**src/design/slbc_pkg.sv**
```systemverilog
// Types, constants and helper functions of the status LED blink controller.
package slbc_pkg;

  localparam int LEDS_PER_STRIP = 16;
  localparam int ENTRIES        = 2 * LEDS_PER_STRIP;
  localparam int MAX_RESULTS    = 32;
  localparam int TICK_N         = (ENTRIES < MAX_RESULTS) ? ENTRIES : MAX_RESULTS;
  localparam int ADDR_W         = (ENTRIES > 1) ? $clog2(ENTRIES) : 1;
  localparam int LED_W          = (LEDS_PER_STRIP > 1) ? $clog2(LEDS_PER_STRIP) : 1;
  localparam int COLOR_W        = 24;
  localparam int LEDNUM_W       = 7;
  localparam int MODE_W         = 3;
  localparam int STATUS_W       = 3;
  localparam int CFG_IDX_W      = 2;

  typedef enum logic [MODE_W-1:0] {
    MODE_SET_STATUS   = 3'd0,
    MODE_SET_COLOR    = 3'd1,
    MODE_STRIP_COLOR  = 3'd2,
    MODE_STRIP_STATUS = 3'd3,
    MODE_TICK         = 3'd4
  } mode_e;

  typedef enum logic [STATUS_W-1:0] {
    ST_ERROR = 3'd0,
    ST_OK    = 3'd1,
    ST_DATA  = 3'd2,
    ST_LOAD  = 3'd3
  } status_e;

  typedef enum logic [CFG_IDX_W-1:0] {
    CFG_ERROR_COLOR = 2'd0,
    CFG_OK_COLOR    = 2'd1,
    CFG_DATA_COLOR  = 2'd2,
    CFG_LOAD_COLOR  = 2'd3
  } cfg_idx_e;

  typedef struct packed {
    logic [MODE_W-1:0]   mode;
    logic                strip;
    logic [LEDNUM_W-1:0] led_number;
    logic [STATUS_W-1:0] status;
    logic [COLOR_W-1:0]  color;
  } in_t;

  typedef struct packed {
    logic                out_strip;
    logic [LEDNUM_W-1:0] out_led;
    logic [COLOR_W-1:0]  wire_word;
    logic                last;
  } out_t;

  typedef struct packed {
    logic [COLOR_W-1:0] error_color;
    logic [COLOR_W-1:0] ok_color;
    logic [COLOR_W-1:0] data_color;
    logic [COLOR_W-1:0] load_color;
  } colors_t;

  typedef logic [LED_W-1:0] led_mod_tbl_t [2**LEDNUM_W];

  // Folds a raw LED number into the strip; evaluated once at elaboration.
  function automatic led_mod_tbl_t gen_led_mod_tbl();
    led_mod_tbl_t tbl;
    for (int i = 0; i < 2**LEDNUM_W; i++) begin
      tbl[i] = LED_W'(i % LEDS_PER_STRIP);
    end
    return tbl;
  endfunction

  localparam led_mod_tbl_t LED_MOD_TBL = gen_led_mod_tbl();

  function automatic logic [COLOR_W-1:0] status_color(colors_t c, logic [STATUS_W-1:0] st);
    logic [COLOR_W-1:0] col;
    unique case (st)
      ST_ERROR: col = c.error_color;
      ST_OK:    col = c.ok_color;
      ST_DATA:  col = c.data_color;
      ST_LOAD:  col = c.load_color;
      default:  col = '0;
    endcase
    return col;
  endfunction

  // RGB with red on top becomes green, red, blue in send order.
  function automatic logic [COLOR_W-1:0] to_wire(logic [COLOR_W-1:0] rgb);
    return {rgb[15:8], rgb[23:16], rgb[7:0]};
  endfunction

  function automatic logic [ADDR_W-1:0] slot_addr(logic strip, logic [LED_W-1:0] led);
    logic [ADDR_W-1:0] base;
    base = strip ? ADDR_W'(LEDS_PER_STRIP) : '0;
    return base + ADDR_W'(led);
  endfunction

endpackage

```
**src/design/slbc_ram.sv**
```systemverilog
// Generic single-port-write, single-port-read RAM with a registered read.
module slbc_ram #(
  parameter int WIDTH = 24,
  parameter int DEPTH = 32
) (
  input  logic                                     clk_i,
  input  logic                                     we_i,
  input  logic [((DEPTH > 1) ? $clog2(DEPTH) : 1)-1:0] waddr_i,
  input  logic [WIDTH-1:0]                         wdata_i,
  input  logic                                     re_i,
  input  logic [((DEPTH > 1) ? $clog2(DEPTH) : 1)-1:0] raddr_i,
  output logic [WIDTH-1:0]                         rdata_o
);

  logic [WIDTH-1:0] mem_q [DEPTH];
  logic [WIDTH-1:0] rdata_q;

  always_ff @(posedge clk_i) begin
    if (we_i) begin
      mem_q[waddr_i] <= wdata_i;
    end
    if (re_i) begin
      rdata_q <= mem_q[raddr_i];
    end
  end

  assign rdata_o = rdata_q;

endmodule

```
**src/design/slbc_regs.sv**
```systemverilog
// Configuration registers holding the status colors.
module slbc_regs (
  input  logic                            clk_i,
  input  logic                            rst_ni,
  input  logic                            cfg_valid_i,
  output logic                            cfg_ready_o,
  input  logic [slbc_pkg::CFG_IDX_W-1:0]  cfg_index_i,
  input  logic [slbc_pkg::COLOR_W-1:0]    cfg_data_i,
  output slbc_pkg::colors_t               colors_o
);
  import slbc_pkg::*;

  colors_t colors_q, colors_d;

  assign cfg_ready_o = 1'b1;

  always_comb begin
    colors_d = colors_q;
    if (cfg_valid_i) begin
      unique case (cfg_index_i)
        CFG_ERROR_COLOR: colors_d.error_color = cfg_data_i;
        CFG_OK_COLOR:    colors_d.ok_color    = cfg_data_i;
        CFG_DATA_COLOR:  colors_d.data_color  = cfg_data_i;
        CFG_LOAD_COLOR:  colors_d.load_color  = cfg_data_i;
        default:         colors_d = colors_q;
      endcase
    end
  end

  always_ff @(posedge clk_i or negedge rst_ni) begin
    if (!rst_ni) begin
      colors_q <= '0;
    end else begin
      colors_q <= colors_d;
    end
  end

  assign colors_o = colors_q;

endmodule

```
**src/design/slbc_seq.sv**
```systemverilog
// Command sequencer: color memories, sweeps over the LEDs and the output register.
module slbc_seq (
  input  logic              clk_i,
  input  logic              rst_ni,
  input  slbc_pkg::colors_t colors_i,
  input  logic              in_valid_i,
  output logic              in_stall_o,
  input  slbc_pkg::in_t     in_data_i,
  output logic              out_valid_o,
  input  logic              out_stall_i,
  output slbc_pkg::out_t    out_data_o
);
  import slbc_pkg::*;

  typedef enum logic [2:0] {
    S_IDLE  = 3'b001,
    S_WRITE = 3'b010,
    S_TICK  = 3'b100
  } state_e;

  state_e state_q, state_d;

  // Command context for single writes and strip sweeps.
  logic               cmd_strip_q, cmd_strip_d;
  logic [COLOR_W-1:0] cmd_color_q, cmd_color_d;
  logic [LED_W-1:0]   cnt_q, cnt_d;
  logic [LED_W-1:0]   end_q, end_d;

  // Tick sweep: read issue index and the entry whose read data is out.
  logic [ADDR_W-1:0]  tk_q, tk_d;
  logic               iss_done_q, iss_done_d;
  logic               rd_vld_q, rd_vld_d;
  logic [ADDR_W-1:0]  rd_idx_q;
  logic               rd_strip_q;
  logic [LED_W-1:0]   rd_led_q;
  logic               rd_last_q;

  logic [ENTRIES-1:0] svalid_q, svalid_d;
  logic [ENTRIES-1:0] pvalid_q, pvalid_d;

  logic               out_valid_q, out_valid_d;
  out_t               out_q, out_d;

  logic               out_free, step, issue, consume;
  logic [LED_W-1:0]   led_mod;
  logic [ADDR_W-1:0]  step_addr;
  logic               tk_strip, tk_last;
  logic [ADDR_W-1:0]  tk_off;
  logic [LED_W-1:0]   tk_led;
  logic               pend_we;
  logic [ADDR_W-1:0]  pend_waddr;
  logic [COLOR_W-1:0] s_rdata, p_rdata, pend_col, stdy_col, show_col;

  assign out_free   = !out_valid_q || !out_stall_i;
  assign in_stall_o = (state_q != S_IDLE);
  assign led_mod    = LED_MOD_TBL[in_data_i.led_number];

  assign step      = (state_q == S_WRITE) && out_free;
  assign step_addr = slot_addr(cmd_strip_q, cnt_q);

  // A read is issued when no entry waits or the entry ahead of it leaves in the same cycle.
  assign issue   = (state_q == S_TICK) && !iss_done_q && (!rd_vld_q || out_free);
  assign consume = rd_vld_q && out_free;

  assign tk_strip = (tk_q >= ADDR_W'(LEDS_PER_STRIP));
  assign tk_off   = tk_strip ? ADDR_W'(LEDS_PER_STRIP) : '0;
  assign tk_led   = LED_W'(tk_q - tk_off);
  assign tk_last  = (tk_q == ADDR_W'(TICK_N - 1));

  assign pend_we = (state_q == S_IDLE) && in_valid_i
                && (in_data_i.mode == MODE_SET_STATUS) && (in_data_i.status == ST_DATA);
  assign pend_waddr = slot_addr(in_data_i.strip, led_mod);

  slbc_ram #(
    .WIDTH (COLOR_W),
    .DEPTH (ENTRIES)
  ) u_steady_ram (
    .clk_i   (clk_i),
    .we_i    (step),
    .waddr_i (step_addr),
    .wdata_i (cmd_color_q),
    .re_i    (issue),
    .raddr_i (tk_q),
    .rdata_o (s_rdata)
  );

  slbc_ram #(
    .WIDTH (COLOR_W),
    .DEPTH (ENTRIES)
  ) u_pending_ram (
    .clk_i   (clk_i),
    .we_i    (pend_we),
    .waddr_i (pend_waddr),
    .wdata_i (colors_i.data_color),
    .re_i    (issue),
    .raddr_i (tk_q),
    .rdata_o (p_rdata)
  );

  // Entries never written read as black; a zero pending color means no blink.
  assign pend_col = pvalid_q[rd_idx_q] ? p_rdata : '0;
  assign stdy_col = svalid_q[rd_idx_q] ? s_rdata : '0;
  assign show_col = (pend_col != '0) ? pend_col : stdy_col;

  always_comb begin
    state_d     = state_q;
    cmd_strip_d = cmd_strip_q;
    cmd_color_d = cmd_color_q;
    cnt_d       = cnt_q;
    end_d       = end_q;
    tk_d        = tk_q;
    iss_done_d  = iss_done_q;
    svalid_d    = svalid_q;
    pvalid_d    = pvalid_q;

    unique case (state_q)
      S_IDLE: begin
        if (in_valid_i) begin
          cmd_strip_d = in_data_i.strip;
          cnt_d       = led_mod;
          end_d       = led_mod;
          unique case (in_data_i.mode)
            MODE_SET_STATUS: begin
              if ((in_data_i.status == ST_ERROR) || (in_data_i.status == ST_OK)
                  || (in_data_i.status == ST_LOAD)) begin
                cmd_color_d = status_color(colors_i, in_data_i.status);
                state_d     = S_WRITE;
              end else if (in_data_i.status == ST_DATA) begin
                pvalid_d[pend_waddr] = 1'b1;
              end
            end
            MODE_SET_COLOR: begin
              cmd_color_d = in_data_i.color;
              state_d     = S_WRITE;
            end
            MODE_STRIP_COLOR: begin
              cmd_color_d = in_data_i.color;
              cnt_d       = '0;
              end_d       = LED_W'(LEDS_PER_STRIP - 1);
              state_d     = S_WRITE;
            end
            MODE_STRIP_STATUS: begin
              cmd_color_d = status_color(colors_i, in_data_i.status);
              cnt_d       = '0;
              end_d       = LED_W'(LEDS_PER_STRIP - 1);
              state_d     = S_WRITE;
            end
            MODE_TICK: begin
              tk_d       = '0;
              iss_done_d = 1'b0;
              state_d    = S_TICK;
            end
            default: begin
              state_d = S_IDLE;
            end
          endcase
        end
      end
      S_WRITE: begin
        if (step) begin
          svalid_d[step_addr] = 1'b1;
          if (cnt_q == end_q) begin
            state_d = S_IDLE;
          end else begin
            cnt_d = cnt_q + 1'b1;
          end
        end
      end
      S_TICK: begin
        if (issue) begin
          tk_d = tk_q + 1'b1;
          if (tk_last) begin
            iss_done_d = 1'b1;
          end
        end
        if (consume) begin
          if (pend_col != '0) begin
            pvalid_d[rd_idx_q] = 1'b0;
          end
          if (rd_last_q) begin
            state_d = S_IDLE;
          end
        end
      end
      default: begin
        state_d = S_IDLE;
      end
    endcase
  end

  always_comb begin
    rd_vld_d = rd_vld_q;
    if (issue) begin
      rd_vld_d = 1'b1;
    end else if (consume) begin
      rd_vld_d = 1'b0;
    end
  end

  always_comb begin
    out_valid_d = out_valid_q;
    out_d       = out_q;
    if (step) begin
      out_valid_d     = 1'b1;
      out_d.out_strip = cmd_strip_q;
      out_d.out_led   = LEDNUM_W'(cnt_q);
      out_d.wire_word = to_wire(cmd_color_q);
      out_d.last      = (cnt_q == end_q);
    end else if (consume) begin
      out_valid_d     = 1'b1;
      out_d.out_strip = rd_strip_q;
      out_d.out_led   = LEDNUM_W'(rd_led_q);
      out_d.wire_word = to_wire(show_col);
      out_d.last      = rd_last_q;
    end else if (!out_stall_i) begin
      out_valid_d = 1'b0;
    end
  end

  always_ff @(posedge clk_i or negedge rst_ni) begin
    if (!rst_ni) begin
      state_q     <= S_IDLE;
      iss_done_q  <= 1'b0;
      rd_vld_q    <= 1'b0;
      svalid_q    <= '0;
      pvalid_q    <= '0;
      out_valid_q <= 1'b0;
    end else begin
      state_q     <= state_d;
      iss_done_q  <= iss_done_d;
      rd_vld_q    <= rd_vld_d;
      svalid_q    <= svalid_d;
      pvalid_q    <= pvalid_d;
      out_valid_q <= out_valid_d;
    end
  end

  always_ff @(posedge clk_i) begin
    cmd_strip_q <= cmd_strip_d;
    cmd_color_q <= cmd_color_d;
    cnt_q       <= cnt_d;
    end_q       <= end_d;
    tk_q        <= tk_d;
    out_q       <= out_d;
    if (issue) begin
      rd_idx_q   <= tk_q;
      rd_strip_q <= tk_strip;
      rd_led_q   <= tk_led;
      rd_last_q  <= tk_last;
    end
  end

  assign out_valid_o = out_valid_q;
  assign out_data_o  = out_q;

endmodule

```
**src/design/status_led_blink_controller_core.sv**
```systemverilog
// Top level of the status LED blink controller for two RGB LED strips.
//
// Commands enter on in_valid_i/in_stall_o with an in_t payload; one
// transaction is taken at an edge where in_valid_i is high and in_stall_o low.
// Each LED update leaves on out_valid_o/out_stall_i as an out_t transaction;
// the last update caused by a command carries last set.
// Status colors are written through cfg_valid_i/cfg_ready_o while idle; the
// user must keep to this, as the block does not enforce it. A single-LED
// command writes its result to the output register once that is free and is
// idle again in the same cycle; setting the data status only marks a pending
// blink, with no result. A strip command gives LEDS_PER_STRIP results and a
// tick, which sweeps both strips through the steady and pending color memories
// and their registered read, gives 32; each gives one per cycle while the
// receiver does not stall. A new command is taken as soon as the sweep has
// filled the output register, even while its last result still waits there.
// When the receiver stalls, the output register holds and the sweep pauses.
// Reset clears the status colors and the per-entry valid bits, so every LED
// reads black with no blink pending; no clearing pass is needed.
module status_led_blink_controller_core (
  input  logic                           clk_i,
  input  logic                           rst_ni,
  input  logic                           in_valid_i,
  output logic                           in_stall_o,
  input  slbc_pkg::in_t                  in_data_i,
  output logic                           out_valid_o,
  input  logic                           out_stall_i,
  output slbc_pkg::out_t                 out_data_o,
  input  logic                           cfg_valid_i,
  output logic                           cfg_ready_o,
  input  logic [slbc_pkg::CFG_IDX_W-1:0] cfg_index_i,
  input  logic [slbc_pkg::COLOR_W-1:0]   cfg_data_i
);
  import slbc_pkg::*;

  colors_t colors;

  slbc_regs u_regs (
    .clk_i       (clk_i),
    .rst_ni      (rst_ni),
    .cfg_valid_i (cfg_valid_i),
    .cfg_ready_o (cfg_ready_o),
    .cfg_index_i (cfg_index_i),
    .cfg_data_i  (cfg_data_i),
    .colors_o    (colors)
  );

  slbc_seq u_seq (
    .clk_i       (clk_i),
    .rst_ni      (rst_ni),
    .colors_i    (colors),
    .in_valid_i  (in_valid_i),
    .in_stall_o  (in_stall_o),
    .in_data_i   (in_data_i),
    .out_valid_o (out_valid_o),
    .out_stall_i (out_stall_i),
    .out_data_o  (out_data_o)
  );

endmodule

```
**config.mk**
```make
export PLATFORM = sky130hd
export DESIGN_NAME = status_led_blink_controller_core
export DESIGN_NICKNAME = d
export VERILOG_FILES = /design/src/design/slbc_pkg.sv /design/src/design/slbc_ram.sv /design/src/design/slbc_regs.sv /design/src/design/slbc_seq.sv /design/src/design/status_led_blink_controller_core.sv
export SDC_FILE = /design/constraint.sdc
export NUM_CORES = 2
export LEC_CHECK = 0
export ABC_AREA = 0
export BUFFER_PORTS_ARGS = -buffer_cell sky130_fd_sc_hd__buf_2
export CAP_MARGIN = 0
export CORE_MARGIN = 8
export CORE_UTILIZATION = 50
export DETAILED_ROUTE_END_ITERATION = 12
export GPL_ROUTABILITY_DRIVEN = 0
export PLACE_DENSITY = 0.71
export SYNTH_ARGS = -nofsm -noshare
export SYNTH_HDL_FRONTEND = slang
export SYNTH_SLANG_ARGS = --single-unit
```
**constraint.sdc**
```tcl
create_clock -name clk_i -period 4.7 [get_ports clk_i]
set_clock_uncertainty 0.15 [all_clocks]
set_input_delay 0.705 -clock clk_i [delete_from_list [all_inputs] [get_ports clk_i]]
set_output_delay 0.705 -clock clk_i [all_outputs]
set_load 0.05 [all_outputs]
```
==> summary.md <==
| Metric | Value |
|---|---|
| Post-Synth XOR/XNOR Area | `0.112%` |
| Yosys warnings | `0` |
| Crit path launch type | `flop` |
| Tmin final | `3.73 ns` |
| DR vias | `33700` |
| Most frequent cells in the layout | `edfxtp_1 (1659), mux4_2 (488), clkbuf_16 (170), dfrtp_1 (165), mux2_2 (144)` |
| Ys async rst share | `9.10%` |
| Worst path cell trace | `buf_4 > mux4_2 > nor2b_1 > a2111oi_2 > a31oi_1 > o2111a_2 > a221o_1` |
| Filler Cell Count | `9931` |
| Top Ports | `105` |
| Port Buf Inserts | `97` |
| H-tree depth | `4` |
| Total core area | `0.140 mm^2` |
| R2r endpoint | `u_seq.out_data_o[1]` |
| Adder-cell share of the synthesized area | `0.124%` |
| Final Max Slew Viols | `0` |
| Area growth from synthesis to layout | `13.2%` |
| Library cells used by synthesis | `48` |
| Max Freq | `0.268 GHz` |
| Vert. Die Dim | `391 um` |
| Top-area cell type share of the netlist area | `70.7%` |
| Commonest non-fill, non-tap cell in the layout | `edfxtp_1` |
| Chip width | `391 um` |
| Clock tree root buffer cell | `clkbuf_16` |
| WL final | `168000 um` |
| CTS tree | `done` |
| Hold Path Sink | `u_regs.colors_o[2]` |
| Largest family of logic cells by synthesized area | `multiplexers` |
| Worst Tran Pin Value | `1.28 ns` |
| Std cell rows | `137` |
| Placed cells | `5043` |
| Share of cells above drive strength 1 | `33.9%` |
| Antenna viol nets, final | `0` |
| CTS sink cnt | `1825` |
| Buf/Inv on CP | `1` |
| WP data arrival | `4.14 ns` |
| CP Capture Type | `flop` |
| Setup slack, reg-to-reg | `0.97 ns` |
| DRC | `0` |
| Clk Latency, worst-skew pair | `0.81 ns` |
| Complex-gate fraction of the synthesized area | `1.83%` |
| Cell count after synthesis | `3120` |
| # setup viols final | `0` |
| First-pass DRT Iterations | `7` |
| Reg-to-reg critical path startpoint | `u_seq.rd_led_q[1]` |
| Clock transition at path regs | `0.06 ns` |
| Detailed-route vias per instance | `6.27` |
| Hold path depth | `2` |
| Biggest area consumer among synthesized cells | `edfxtp_1` |
| Initial antenna violation count | `15` |
| RSZ-0062 raised after global routing | `false` |
| Vias in the first global route | `33900` |
| LEAKAGE | `0.0257 uW` |
| Slowest-stage cell, CP | `edfxtp_1` |
| Max stage delay on crit path | `1.08 ns` |
| Die ar. | `0.153 mm^2` |
| Hold path start | `cfg_data_i[2]` |
| Starting DRT DRC Count | `4548` |
| Avg Inst Size Synth | `22.6 um^2` |
| Max cap viols | `0` |
| CTS buffer count | `169` |
| First-pass GRT wire length | `242000 um` |
| Final period util | `79.5%` |
| Sequential fraction of the synthesis area | `76.6%` |
| Post-synthesis mux area share | `18.1%` |
| Fin nets | `3432` |
| FF-to-FF path depth | `7` |
| Hpwl dp | `97900 um` |
| Final Hold Fails | `0` |
| Worst VDD drop | `0.402 mV` |
| Total GRT Usage | `21.9%` |
| Post-cts sizing count | `0` |
| Main flop type after synthesis | `edfxtp_1` |
| Status | `completed` |
| Top cells by area, synth | `edfxtp_1 (71%), mux4_2 (16%), dfrtp_1 (5.9%)` |
| CP max FO | `24` |
| TNS Setup | `0 ns` |
| Register bit count reported by yosys | `1825` |
| Synth Area in Simple Gates | `2.10%` |
| Non-Filler Instances | `5379` |
| Congestion Overflow GR | `0` |
| Clock tree buffer depth | `3` |
| Hold crit path type | `in2reg` |
| Relative slew margins | `14.6%` |
| WL per Instance | `31.3 um` |
| EDFF count, synth | `1659` |
| Post-Synthesis Cell Area | `0.0705 mm^2` |
| Initial core utilization | `50.5%` |
| CP Class | `reg2reg` |
| Largest net degree at the start of global routing | `124` |
| Critical path's top delay family | `compound AO/OA/AOI/OAI gates` |
| Worst endpoint required time | `5.11 ns` |
| Power Density | `437 mW/mm^2` |
[registers in the layout (all words and copies together), names as in the netlist]
| name | count |
|---|---|
| u_seq.u_pending_ram.mem_q | 768 |
| u_seq.rd_last_q | 1 |
| u_seq.svalid_q | 32 |
| u_regs.colors_o | 96 |
| u_seq.cmd_strip_q | 1 |
| u_seq.cmd_color_q | 24 |
| u_seq.out_valid_o | 1 |
| u_seq.u_steady_ram.mem_q | 768 |
| u_seq.tk_q | 5 |
| u_seq.rd_strip_q | 1 |
| u_seq.rd_vld_q | 1 |
| u_seq.u_steady_ram.rdata_o | 24 |
| u_seq.out_data_o | 30 |
| u_seq.end_q | 4 |
| u_seq.u_pending_ram.rdata_o | 24 |
| u_seq.state_q | 3 |
| u_seq.rd_idx_q | 2 |
| u_seq.pvalid_q | 32 |
| u_seq.cnt_q | 4 |
| u_seq.iss_done_q | 1 |
| u_seq.rd_led_q | 3 |
[through the flow]
stage | hold WS (ns) | setup WS (ns) | cell area [um^2] | utilization (%) | power [uW]
floorplan | 0.259 | 0.894 | 70500 | - | 20700
global placement | 0.294 | 0.979 | 74200 | 53.1 | 21700
detailed placement | 0.299 | 0.963 | 74200 | 53.1 | 21800
CTS | 0.00506 | 1.03 | 79800 | 57.1 | 35000
global route | 0.0320 | 0.862 | 79800 | 57.1 | 35800
finish | 0.0535 | 0.966 | 79800 | 57.1 | 34800
[kinds of logic (layout without fill, tap and decap cells)]
family	count (synthesis)	count (layout)
other	2	9
muxes	649	649
buffers and inverters	175	551
AOI/OAI and AO/OA	158	158
adders and majority gates	7	7
xor gates and xnor gates	9	9
DFF	1825	1825
and+or+nand+nor	295	295
[how the worst max path moves through the flow]
stage,start,to,cells after the start
6_report,u_seq.rd_led_q[1],u_seq.out_data_o[1],7
5_1_grt,u_seq.rd_led_q[1],u_seq.out_data_o[1],7
4_1_cts,u_seq.rd_led_q[1],u_seq.out_data_o[21],7
3_5_place_dp,in_data_i[24],u_seq.u_pending_ram.mem_q[24][3],7
3_3_place_gp,in_data_i[24],u_seq.u_pending_ram.mem_q[24][12],7
2_1_floorplan,out_stall_i,u_seq.rd_idx_q[3],3
[cell type report]
cell class	instances	area, um^2	share of cell area (%)
flip-flops and latches	1825	54000	67.7
inverters	6	22.5	0.0282
diodes	5	12.5	0.0157
well taps	1876	2350	2.94
multi-input cells	1122	16300	20.4
repair buffers	232	1810	2.27
clock inverters	81	779	0.977
clock buffers	232	4560	5.72
[synthesized netlist by cell type (4+ instances only)]
cell type,number
a221o_1,24
nand3_1,20
a21oi_1,4
and3_1,28
buf_4,4
nor3b_1,5
xor2_1,7
mux4_2,488
nand2b_1,12
nor2b_1,6
buf_6,6
edfxtp_1,1659
nor3_1,9
mux2_2,144
nor4_1,8
a31oi_1,28
buf_2,43
a2bb2oi_1,31
clkbuf_1,103
nand2_1,43
a22oi_1,52
or2_2,32
nand3b_1,12
buf_1,12
nor2_1,107
mux2i_1,17
o21ai_0,9
dfrtp_1,165
inv_1,6
ha_1,7
[per-layer routing]
metal	GRT usage, %	vias to the layer above	share of wire, %
met3	4.85	300	9.0
met5	0	-	0.056
met2	35.2	1672	49
li1	-	13600	-
met1	30.1	18100	39
met4	7.20	14	3.0
[what timing repair did]
| action | CTS | global route |
|---|---|---|
| hold buffers | 18 | 0 |
| hold endpoints to repair | 155 | 0 |
| setup buffers | 0 | 0 |
| setup endpoints to repair | 0 | 0 |
[where the power goes]
part | switching, uW | internal (uW)
sequential | 678 | 18600
clock | 5870 | 7440
combinational | 1330 | 894
total | 7880 | 27000
Note: power is estimated with default switching activity, not from simulation.
